==> src/design/bfl_pkg.sv <==
// ---------------------------------------------------------------------------
// bfl_pkg: shared definitions for the path command flattener
// Widths, opcodes, sample token types and the Bernstein weight function.
// ---------------------------------------------------------------------------
`default_nettype none

package bfl_pkg;

  localparam int CURVE_STEPS = 8;
  localparam int COORD_W     = 20;
  localparam int OUT_W       = 16;
  localparam int OP_W        = 3;
  localparam int K_W         = $clog2(CURVE_STEPS + 1);
  localparam int WGT_W       = $clog2(CURVE_STEPS * CURVE_STEPS * CURVE_STEPS + 1);
  localparam int PROD_W      = COORD_W + WGT_W + 1;
  localparam int NUM_W       = PROD_W + 2;
  // samples carry S^3 weight and Q15.4 fraction
  localparam int CURVE_DIV   = CURVE_STEPS * CURVE_STEPS * CURVE_STEPS * 16;

  typedef enum logic [OP_W-1:0] {
    OP_MOVE  = 3'd0,
    OP_LINE  = 3'd1,
    OP_CURVE = 3'd2,
    OP_CLOSE = 3'd3
  } op_e;

  // one sample request: k and the four control points
  typedef struct packed {
    logic               action;
    logic               last;
    logic [K_W-1:0]     k;
    logic [COORD_W-1:0] p0_x;
    logic [COORD_W-1:0] p0_y;
    logic [COORD_W-1:0] p1_x;
    logic [COORD_W-1:0] p1_y;
    logic [COORD_W-1:0] p2_x;
    logic [COORD_W-1:0] p2_y;
    logic [COORD_W-1:0] p3_x;
    logic [COORD_W-1:0] p3_y;
  } bfl_tok_t;

  // weighted terms of one sample
  typedef struct packed {
    logic                   action;
    logic                   last;
    logic [3:0][PROD_W-1:0] prod_x;
    logic [3:0][PROD_W-1:0] prod_y;
  } bfl_prod_t;

  // unnormalised Bernstein weight of control point idx at step k
  function automatic logic [WGT_W-1:0] bern_w(input logic [K_W-1:0] k,
                                               input logic [1:0]     idx);
    int kk;
    int uu;
    int w;
    kk = int'(k);
    uu = CURVE_STEPS - kk;
    unique case (idx)
      2'd0: w = uu * uu * uu;
      2'd1: w = 3 * uu * uu * kk;
      2'd2: w = 3 * uu * kk * kk;
      2'd3: w = kk * kk * kk;
    endcase
    return WGT_W'(w);
  endfunction

endpackage

`default_nettype wire

==> src/design/bfl_cmd.sv <==
// ---------------------------------------------------------------------------
// bfl_cmd: command register and sample sequencer
// Tracks the pen point and halt flag, holds one command and issues its samples.
// ---------------------------------------------------------------------------
`default_nettype none

module bfl_cmd import bfl_pkg::*; (
  input  wire logic                      clk_i,
  input  wire logic                      rst_ni,
  input  wire logic                      in_valid_i,
  output logic                           in_ready_o,
  input  wire logic [OP_W-1:0]           op_i,
  input  wire logic signed [COORD_W-1:0] ctrl1_x_i,
  input  wire logic signed [COORD_W-1:0] ctrl1_y_i,
  input  wire logic signed [COORD_W-1:0] ctrl2_x_i,
  input  wire logic signed [COORD_W-1:0] ctrl2_y_i,
  input  wire logic signed [COORD_W-1:0] end_x_i,
  input  wire logic signed [COORD_W-1:0] end_y_i,
  input  wire logic                      final_command_i,
  output logic                           tok_valid_o,
  output bfl_tok_t                       tok_o,
  input  wire logic                      tok_ready_i
);

  localparam logic [K_W-1:0] KLast = K_W'(CURVE_STEPS);

  logic [COORD_W-1:0] pen_x_q, pen_y_q;
  logic               halted_q;
  logic               cmd_valid_q;
  logic [K_W-1:0]     k_q;
  bfl_tok_t           cmd_q;

  logic tok_fire, tok_done, acc;
  logic is_move, is_line, is_curve, is_close, is_draw, emit;

  assign tok_fire   = cmd_valid_q & tok_ready_i;
  assign tok_done   = tok_fire & (k_q == KLast);
  assign in_ready_o = ~cmd_valid_q | tok_done;
  assign acc        = in_valid_i & in_ready_o;

  assign is_move  = (op_i == OP_MOVE);
  assign is_line  = (op_i == OP_LINE);
  assign is_curve = (op_i == OP_CURVE);
  assign is_close = (op_i == OP_CLOSE);
  assign is_draw  = is_move | is_line | is_curve;
  assign emit     = acc & ~halted_q & is_draw;

  always_ff @(posedge clk_i or negedge rst_ni) begin
    if (!rst_ni) begin
      pen_x_q     <= '0;
      pen_y_q     <= '0;
      halted_q    <= 1'b0;
      cmd_valid_q <= 1'b0;
      k_q         <= '0;
    end else begin
      if (acc) begin
        if (final_command_i) begin
          pen_x_q  <= '0;
          pen_y_q  <= '0;
          halted_q <= 1'b0;
        end else if (!halted_q) begin
          if (is_draw) begin
            pen_x_q <= end_x_i;
            pen_y_q <= end_y_i;
          end else if (!is_close) begin
            halted_q <= 1'b1;
          end
        end
      end
      // move and line reuse the last curve step, whose weights pick the end point
      if (emit) begin
        cmd_valid_q <= 1'b1;
        k_q         <= is_curve ? K_W'(1) : KLast;
      end else if (tok_done) begin
        cmd_valid_q <= 1'b0;
      end else if (tok_fire) begin
        k_q <= k_q + K_W'(1);
      end
    end
  end

  always_ff @(posedge clk_i) begin
    if (emit) begin
      cmd_q.action <= is_curve | is_line;
      cmd_q.last   <= 1'b0;
      cmd_q.k      <= '0;
      cmd_q.p0_x   <= pen_x_q;
      cmd_q.p0_y   <= pen_y_q;
      cmd_q.p1_x   <= ctrl1_x_i;
      cmd_q.p1_y   <= ctrl1_y_i;
      cmd_q.p2_x   <= ctrl2_x_i;
      cmd_q.p2_y   <= ctrl2_y_i;
      cmd_q.p3_x   <= end_x_i;
      cmd_q.p3_y   <= end_y_i;
    end
  end

  always_comb begin
    tok_o      = cmd_q;
    tok_o.k    = k_q;
    tok_o.last = (k_q == KLast);
  end

  assign tok_valid_o = cmd_valid_q;

endmodule

`default_nettype wire

==> src/design/bfl_mul.sv <==
// ---------------------------------------------------------------------------
// bfl_mul: weighted term stage
// Multiplies each control point by its Bernstein weight for the sample step.
// ---------------------------------------------------------------------------
`default_nettype none

module bfl_mul import bfl_pkg::*; (
  input  wire logic      clk_i,
  input  wire logic      rst_ni,
  input  wire logic      tok_valid_i,
  input  wire bfl_tok_t  tok_i,
  output logic           tok_ready_o,
  output logic           prod_valid_o,
  output bfl_prod_t      prod_o,
  input  wire logic      prod_ready_i
);

  logic      valid_q;
  bfl_prod_t prod_q, prod_d;

  logic [3:0][COORD_W-1:0] pt_x, pt_y;
  logic signed [PROD_W-1:0] ax, ay, bw;

  assign pt_x = {tok_i.p3_x, tok_i.p2_x, tok_i.p1_x, tok_i.p0_x};
  assign pt_y = {tok_i.p3_y, tok_i.p2_y, tok_i.p1_y, tok_i.p0_y};

  always_comb begin
    prod_d        = '0;
    prod_d.action = tok_i.action;
    prod_d.last   = tok_i.last;
    ax = '0;
    ay = '0;
    bw = '0;
    for (int i = 0; i < 4; i++) begin
      ax = PROD_W'($signed(pt_x[i]));
      ay = PROD_W'($signed(pt_y[i]));
      bw = $signed(PROD_W'(bern_w(tok_i.k, 2'(i))));
      prod_d.prod_x[i] = ax * bw;
      prod_d.prod_y[i] = ay * bw;
    end
  end

  assign tok_ready_o = ~valid_q | prod_ready_i;

  always_ff @(posedge clk_i or negedge rst_ni) begin
    if (!rst_ni) begin
      valid_q <= 1'b0;
    end else if (tok_ready_o) begin
      valid_q <= tok_valid_i;
    end
  end

  always_ff @(posedge clk_i) begin
    if (tok_valid_i && tok_ready_o) begin
      prod_q <= prod_d;
    end
  end

  assign prod_valid_o = valid_q;
  assign prod_o       = prod_q;

endmodule

`default_nettype wire

==> src/design/bfl_sum.sv <==
// ---------------------------------------------------------------------------
// bfl_sum: sample sum and result register
// Adds the weighted terms, scales to integer with truncation toward zero.
// ---------------------------------------------------------------------------
`default_nettype none

module bfl_sum import bfl_pkg::*; (
  input  wire logic            clk_i,
  input  wire logic            rst_ni,
  input  wire logic            prod_valid_i,
  input  wire bfl_prod_t       prod_i,
  output logic                 prod_ready_o,
  output logic                 out_valid_o,
  input  wire logic            out_ready_i,
  output logic                 pen_action_o,
  output logic signed [OUT_W-1:0] point_x_o,
  output logic signed [OUT_W-1:0] point_y_o,
  output logic                 last_of_run_o
);

  localparam logic signed [NUM_W-1:0] CurveDiv = NUM_W'(CURVE_DIV);

  logic signed [NUM_W-1:0] num_x, num_y, quot_x, quot_y;
  logic                    valid_q;
  logic                    action_q, last_q;
  logic [OUT_W-1:0]        px_q, py_q;

  always_comb begin
    num_x = '0;
    num_y = '0;
    for (int i = 0; i < 4; i++) begin
      num_x = num_x + NUM_W'($signed(prod_i.prod_x[i]));
      num_y = num_y + NUM_W'($signed(prod_i.prod_y[i]));
    end
    // signed division by a power of two, rounds toward zero
    quot_x = num_x / CurveDiv;
    quot_y = num_y / CurveDiv;
  end

  assign prod_ready_o = ~valid_q | out_ready_i;

  always_ff @(posedge clk_i or negedge rst_ni) begin
    if (!rst_ni) begin
      valid_q <= 1'b0;
    end else if (prod_ready_o) begin
      valid_q <= prod_valid_i;
    end
  end

  always_ff @(posedge clk_i) begin
    if (prod_valid_i && prod_ready_o) begin
      action_q <= prod_i.action;
      last_q   <= prod_i.last;
      px_q     <= quot_x[OUT_W-1:0];
      py_q     <= quot_y[OUT_W-1:0];
    end
  end

  assign out_valid_o   = valid_q;
  assign pen_action_o  = action_q;
  assign last_of_run_o = last_q;
  assign point_x_o     = $signed(px_q);
  assign point_y_o     = $signed(py_q);

endmodule

`default_nettype wire

==> src/design/path_command_bezier_flattener_unit.sv <==
// ---------------------------------------------------------------------------
// path_command_bezier_flattener_unit: path command flattener
// Turns move, line, cubic curve and close commands into pen results.
// ---------------------------------------------------------------------------
// Each accepted command is checked against the pen point and halt flag at
// the input, then sampled by a sequencer that issues one sample per cycle,
// unless the downstream stages stall it, into a weight multiply stage and a
// sum stage with the result register. A move or line gives one sample, a
// cubic curve CURVE_STEPS (8) samples, one per output point; close, unknown
// opcodes and commands of a halted path give no result. A result passes
// the command register, the weighted term register and the result register.
`default_nettype none

module path_command_bezier_flattener_unit import bfl_pkg::*; (
  input  wire logic                      clk_i,
  input  wire logic                      rst_ni,
  input  wire logic                      in_valid_i,
  output logic                           in_ready_o,
  input  wire logic [OP_W-1:0]           op_i,
  input  wire logic signed [COORD_W-1:0] ctrl1_x_i,
  input  wire logic signed [COORD_W-1:0] ctrl1_y_i,
  input  wire logic signed [COORD_W-1:0] ctrl2_x_i,
  input  wire logic signed [COORD_W-1:0] ctrl2_y_i,
  input  wire logic signed [COORD_W-1:0] end_x_i,
  input  wire logic signed [COORD_W-1:0] end_y_i,
  input  wire logic                      final_command_i,
  output logic                           out_valid_o,
  input  wire logic                      out_ready_i,
  output logic                           pen_action_o,
  output logic signed [OUT_W-1:0]        point_x_o,
  output logic signed [OUT_W-1:0]        point_y_o,
  output logic                           last_of_run_o
);

  logic      tok_valid, tok_ready;
  bfl_tok_t  tok;
  logic      prod_valid, prod_ready;
  bfl_prod_t prod;

  bfl_cmd u_cmd (
    .clk_i          (clk_i),
    .rst_ni         (rst_ni),
    .in_valid_i     (in_valid_i),
    .in_ready_o     (in_ready_o),
    .op_i           (op_i),
    .ctrl1_x_i      (ctrl1_x_i),
    .ctrl1_y_i      (ctrl1_y_i),
    .ctrl2_x_i      (ctrl2_x_i),
    .ctrl2_y_i      (ctrl2_y_i),
    .end_x_i        (end_x_i),
    .end_y_i        (end_y_i),
    .final_command_i(final_command_i),
    .tok_valid_o    (tok_valid),
    .tok_o          (tok),
    .tok_ready_i    (tok_ready)
  );

  bfl_mul u_mul (
    .clk_i       (clk_i),
    .rst_ni      (rst_ni),
    .tok_valid_i (tok_valid),
    .tok_i       (tok),
    .tok_ready_o (tok_ready),
    .prod_valid_o(prod_valid),
    .prod_o      (prod),
    .prod_ready_i(prod_ready)
  );

  bfl_sum u_sum (
    .clk_i        (clk_i),
    .rst_ni       (rst_ni),
    .prod_valid_i (prod_valid),
    .prod_i       (prod),
    .prod_ready_o (prod_ready),
    .out_valid_o  (out_valid_o),
    .out_ready_i  (out_ready_i),
    .pen_action_o (pen_action_o),
    .point_x_o    (point_x_o),
    .point_y_o    (point_y_o),
    .last_of_run_o(last_of_run_o)
  );

endmodule

`default_nettype wire

==> config.mk <==
export PLATFORM = sky130hd
export DESIGN_NAME = path_command_bezier_flattener_unit
export DESIGN_NICKNAME = d
export VERILOG_FILES = /design/src/design/bfl_pkg.sv /design/src/design/bfl_cmd.sv /design/src/design/bfl_mul.sv /design/src/design/bfl_sum.sv /design/src/design/path_command_bezier_flattener_unit.sv
export SDC_FILE = /design/constraint.sdc
export NUM_CORES = 2
export LEC_CHECK = 0
export ABC_AREA = 1
export BUFFER_PORTS_ARGS = -buffer_cell sky130_fd_sc_hd__buf_2
export CAP_MARGIN = 15
export CORE_AREA = 3 3 396 398
export CTS_CLUSTER_DIAMETER = 60
export DETAILED_ROUTE_END_ITERATION = 10
export DIE_AREA = 0 0 399 401
export MAX_ROUTING_LAYER = met4
export PLACE_DENSITY = 0.77
export SLEW_MARGIN = 10
export SYNTH_ARGS = -nofsm -noshare
export SYNTH_HDL_FRONTEND = slang
export SYNTH_SLANG_ARGS = --single-unit
==> constraint.sdc <==
create_clock -name clk_i -period 22.6 [get_ports clk_i]
set_input_delay 2.26 -clock clk_i [delete_from_list [all_inputs] [get_ports clk_i]]
set_output_delay 2.26 -clock clk_i [all_outputs]
set_load 0.01 [all_outputs]
* After elaboration in Yosys (flattened, before gate mapping)
Cells that the tools add are included.
Storage, ports and cells: output and inout port bits 36, input bits 128, logic and storage cells 106, bits in registers 493
Operators by class: mux-type cells 16, add/subtract/negate cells 10, bitwise gates (word level) 17, equal/unequal tests 6, multipliers 17, reductions and logical operators 10
Operator list (count):
- 20-bit by 11-bit multiplier with 31-bit output | 8
- 20-bit two-way mux | 6
- 32-bit by 5-bit multiplier with 10-bit output | 3
- 32-bit by 31-bit adder with 33-bit output | 2
- 33-bit by 31-bit adder with 33-bit output | 2
- 31-bit by 31-bit adder with 32-bit output | 2
- 16-bit by 1-bit adder with 16-bit output | 2
- 8-bit by 5-bit multiplier with 13-bit output | 2
- 13-bit OR reduction | 2
- 4-bit two-way mux | 4
- 10-bit by 5-bit multiplier with 10-bit output | 1
- 5-bit by 5-bit multiplier with 10-bit output | 1
- 3-bit by 5-bit multiplier with 8-bit output, first input constant | 1
- 4-bit by 4-bit multiplier with 8-bit output | 1
- 1-bit bitwise AND | 7
- 3-bit by 2-bit equality test with 1-bit output, second input constant | 2
- 1-bit two-way mux | 6
- 1-bit bitwise OR | 6
- 2-bit nonzero test | 3
- 4-bit by 4-bit subtractor with 5-bit output, first input constant | 1
- 4-bit by 1-bit adder with 4-bit output, second input constant | 1
- 4-bit equality test, second input constant | 1
- 2-bit inequality test, second input constant | 2
- 1-bit NOT | 4
- 5 further kinds | 6

* Depth between registers and ports, before layout
word-level depth 11, mapped depth 67, mapped depth without buffers 64

* By module
From an unflattened synthesis, not the netlist that was laid out.
Unflattened totals: cell total of the unflattened synthesis 10311, area, all modules 88750.1 um^2
Modules (own cells, without submodules):
- bfl_mul | times used 1, seq. area each 7532.2 um^2, cells each 8432, area each 71863.9 um^2
- bfl_sum | times used 1, seq. area each 1046.0 um^2, cells each 1491, area each 10035.9 um^2
- bfl_cmd | times used 1, seq. area each 5985.7 um^2, cells each 388, area each 6850.3 um^2

* Least setup slack after synthesis
No wires, ideal clock.
kind reg2reg, from register u_cmd.k_q[0], to register u_mul.prod_q (netlist bit u_mul.prod_o[182]) (data pin), setup slack 10.591 ns, data required time 22.338 ns, setup time 0.262 ns, cell stages (with the launch flop) 48, data arrival time 11.747 ns, period minus slack after synthesis 12.009 ns, cell sequence dfrtp_1 -> buf_4 -> inv_2 -> clkbuf_1 -> ha_1 -> nor2_1 -> nor2_4 -> ha_1 -> nand2_1 -> inv_1 -> fa_1 -> xnor2_1 -> nor2_1 -> fa_1 -> inv_1 -> fa_1 -> fa_1 -> inv_1 -> [12 not listed] -> clkbuf_1 -> clkbuf_1 -> nor2_1 -> fa_1 -> inv_1 -> fa_1 -> fa_1 -> fa_1 -> inv_1 -> fa_1 -> ha_1 -> nand2_1 -> nor4_1 -> nand4_1 -> nand3_1 -> a21o_1 -> a21oi_1 -> xor2_1
RTL lines:
- start, declared | line bfl_cmd.sv:30 | logic [K_W-1:0] k_q;
- start signal, assigned | line bfl_cmd.sv:73 | k_q <= is_curve ? K_W'(1) : KLast;
- start signal, assigned | line bfl_cmd.sv:77 | k_q <= k_q + K_W'(1);
- end signal, assigned | line bfl_mul.sv:55 | prod_q <= prod_d;
- end, declared | line bfl_mul.sv:19 | bfl_prod_t prod_q, prod_d;

==> metrics.md <==
| Metric | Value |
|---|---|
| Status | `finished, final reports clean` |
| Routability cong. | `0.966` |
| Final period utilization | `59.4%` |
| GR Overflow Total | `0` |
| DR iter-0 viols | `5,002` |
| Commonest non-fill, non-tap cell in the layout | `inv_1` |
| Final ANT Viol Nets | `0` |
| Clk root buf | `clkbuf_16` |
| Fin crit period | `13.42 ns` |
| Post-CTS Setup Inserts | `0` |
| Latest clock arrival within the worst-skew pair | `0.69 ns` |
| Sequential area share after synthesis | `16.9%` |
| Worst Path Arrival | `13.86 ns` |
| Hold WC Path Type | `flop to flop` |
| #FFs+latches synth | `493` |
| Hold-critical path depth | `0` |
| DP HPWL | `188 mm` |
| First-pass GRT wire length | `370 mm` |
| CTS buffer count | `74` |
| Slowest library cell on the worst path | `fa_1` |
| Fin. max-slew vios | `0` |
| Antenna violations before repair | `12` |
| Routed WL | `226 mm` |
| Final #Nets | `12,200` |
| Maximum clock frequency | `0.0745 GHz` |
| Reg-to-Reg End | `u_mul.prod_o[183]$_DFFE_PP_` |
| H-tree levels | `3` |
| Ratio of cells with drive above 1 in the final layout | `4.78%` |
| Vias | `64,300` |
| Placement Rows | `144` |
| Slew headroom | `27.4%` |
| Vias in the first global route | `69,400` |
| Final Setup Violations | `0` |
| Clock skew | `0.0241 ns` |
| Die H | `401 µm` |
| Hold Vio Cnt, Final | `0` |
| Crit Path Max Fanout | `41` |
| Top post-synthesis cells by area | `fa_1 (38%), edfxtp_1 (16%), ha_1 (11%)` |
| Initial Utilization | `56.0%` |
| Largest net degree at the start of global routing | `140` |
| Ys async rst share | `9.74%` |
| Die width | `399 µm` |
| Area of the mapped netlist | `86,000 µm²` |
| Core box area | `154,000 µm²` |
| CTS tree | `built` |
| WHS Endpoint | `u_sum.pen_action_o$_DFFE_PP_` |
| R2R Path Start | `u_cmd.k_q[1]$_DFFE_PN0P_` |
| DRC | `0` |
| Startpoint types | `flop` |
| Syn Inst Count | `9,645` |
| Synth Net Count | `12,100` |
| Vias per inst | `5.43` |
| Hold_sp | `u_mul.prod_o[249]$_DFFE_PP_` |
| Max cap viols | `0` |
| RSZ-0062 raised after global routing | `no` |
| Worst setup path class | `flop to flop` |
| Synth area leader | `fa_1` |
| GRT Total Usage | `30.3%` |
| Top_reg_cell synth | `edfxtp_1` |
| Clk buf depth | `3` |
| Measured slew at the worst slew-check pin | `1.09 ns` |
| Setup crit end kind | `flop` |
| Post-synth EDFFs | `445` |
| Number of distinct library cells after synthesis | `60` |
| Clock slew at reported path FFs | `0.06 ns` |
| Commonest cells after routing, fill and taps aside | `inv_1 (2,418), nand2_1 (1,698), fa_1 (1,634)` |
| Mapped Avg Cell Area | `8.92 µm²` |
| Clk sink count | `493` |
| WP data required | `23.04 ns` |
| # hold bufs at CTS | `0` |
| Fill count | `13,000` |
| Largest stage delay on the critical path | `0.54 ns` |
| Synth top area share | `38.0%` |
| Die Footprint | `160,000 µm²` |
| FF-to-FF path depth | `55` |
| Input/output buffers | `163` |
| DR WL/cell | `19.1 µm` |
| # resized after CTS | `0` |
| Setup Total Neg Slack | `0 ns` |
| I/O pins | `164` |
| First-pass detailed-route iteration total | `6` |
| Total number of yosys warnings | `0` |
| Layout area overhead | `6.54%` |
| R2r setup slk | `9.18 ns` |
## critical path: cells and delay by family, from the launching register on
family | cells | cell delay (ns)
and+or+nand+nor | 20 | 2.71
DFF | 1 | 0.37
buffers and inverters | 10 | 1.33
adders and majority gates | 17 | 7.03
xor gates and xnor gates | 2 | 0.65
AOI/OAI and AO/OA | 6 | 0.94
## registers in the layout, summed over array words and instances, names as in the netlist
register / cells
u_cmd.halted_q: 1
u_cmd.k_q: 4
u_mul.prod_o: 250
u_sum.pen_action_o: 1
u_sum.point_y_o: 16
u_mul.prod_valid_o: 1
u_cmd.tok_valid_o: 1
u_cmd.pen_x_q: 20
u_cmd.tok_o: 161
u_sum.out_valid_o: 1
u_sum.point_x_o: 16
u_sum.last_of_run_o: 1
u_cmd.pen_y_q: 20
## cell usage after synthesis (all sizes together), types with 4 or more instances
cell type	n
o21a	9
dfrtp	48
nand3b	12
nand4	62
nor2	965
nand2	1710
a221oi	4
buf	52
clkinv	7
nor3	37
edfxtp	445
xnor2	135
a41oi	4
nor4	18
ha	738
or2	22
a21o	21
a21oi	385
inv	2428
o31ai	5
o211ai	16
fa	1634
a31oi	28
clkbuf	157
o21ai	226
nand3	212
a21boi	9
o2111ai	6
xor2	215
o21bai	17
## stage by stage
step	setup slack, ns	instances	utilization, %	hold slack [ns]	instance area [µm²]
finish	9.18	11800	59.6	0.418	91600
global route	8.28	11800	59.6	0.434	91600
CTS	9.27	11800	59.6	0.418	91600
detailed placement	9.31	11700	57.9	0.406	89000
global placement	9.46	11700	57.9	0.404	89000
floorplan	10.59	9645	-	0.400	86000
## cell type report
type | count | area [µm²] | area share, %
Clock inverter | 56 | 651 | 0.710
Clock buffer | 82 | 1920 | 2.10
Multi-Input combinational cell | 6508 | 61500 | 67.2
Inverter | 2435 | 9150 | 9.99
Antenna cell | 4 | 10.0 | 0.0109
Tap cell | 2044 | 2560 | 2.79
Timing Repair Buffer | 216 | 1230 | 1.34
Sequential cell | 493 | 14600 | 15.9
## how the worst max path moves through the flow
stage                        startpoint                     endpoint  slack (ns)  cells after the start
2_1_floorplan  u_cmd.k_q[0]$_DFFE_PN0P_  u_mul.prod_o[182]$_DFFE_PP_       10.59                     47
3_3_place_gp   u_cmd.k_q[1]$_DFFE_PN0P_  u_mul.prod_o[183]$_DFFE_PP_        9.46                     52
3_5_place_dp   u_cmd.k_q[1]$_DFFE_PN0P_  u_mul.prod_o[183]$_DFFE_PP_        9.31                     54
4_1_cts        u_cmd.k_q[1]$_DFFE_PN0P_  u_mul.prod_o[183]$_DFFE_PP_        9.27                     54
5_1_grt        u_cmd.k_q[1]$_DFFE_PN0P_  u_mul.prod_o[183]$_DFFE_PP_        8.28                     57
6_report       u_cmd.k_q[1]$_DFFE_PN0P_  u_mul.prod_o[183]$_DFFE_PP_        9.18                     55
## per-layer routing
metal / part of all wire (%) / routed length [µm] / track usage (%) / vias up
met3: 7.2 / 16300 / 4.60 / 550
met1: 40 / 89200 / 38.2 / 32200
met4: 5.9 / 13200 / 14.3 / 0
li1: - / - / - / 29100
met5: 0 / 0 / - / -
met2: 47 / 107000 / 48.2 / 2423
## kinds of logic after synthesis
family / share of synthesized area, %
compound gates: 4.73
xor+xnor: 3.60
fa+ha+maj: 48.8
buf+inv: 11.7
flops: 16.9
simple gates: 14.3
Power is left out: the tool's default activity adds up to more than one toggle a clock period on the data nets, which glitch-free logic cannot reach.
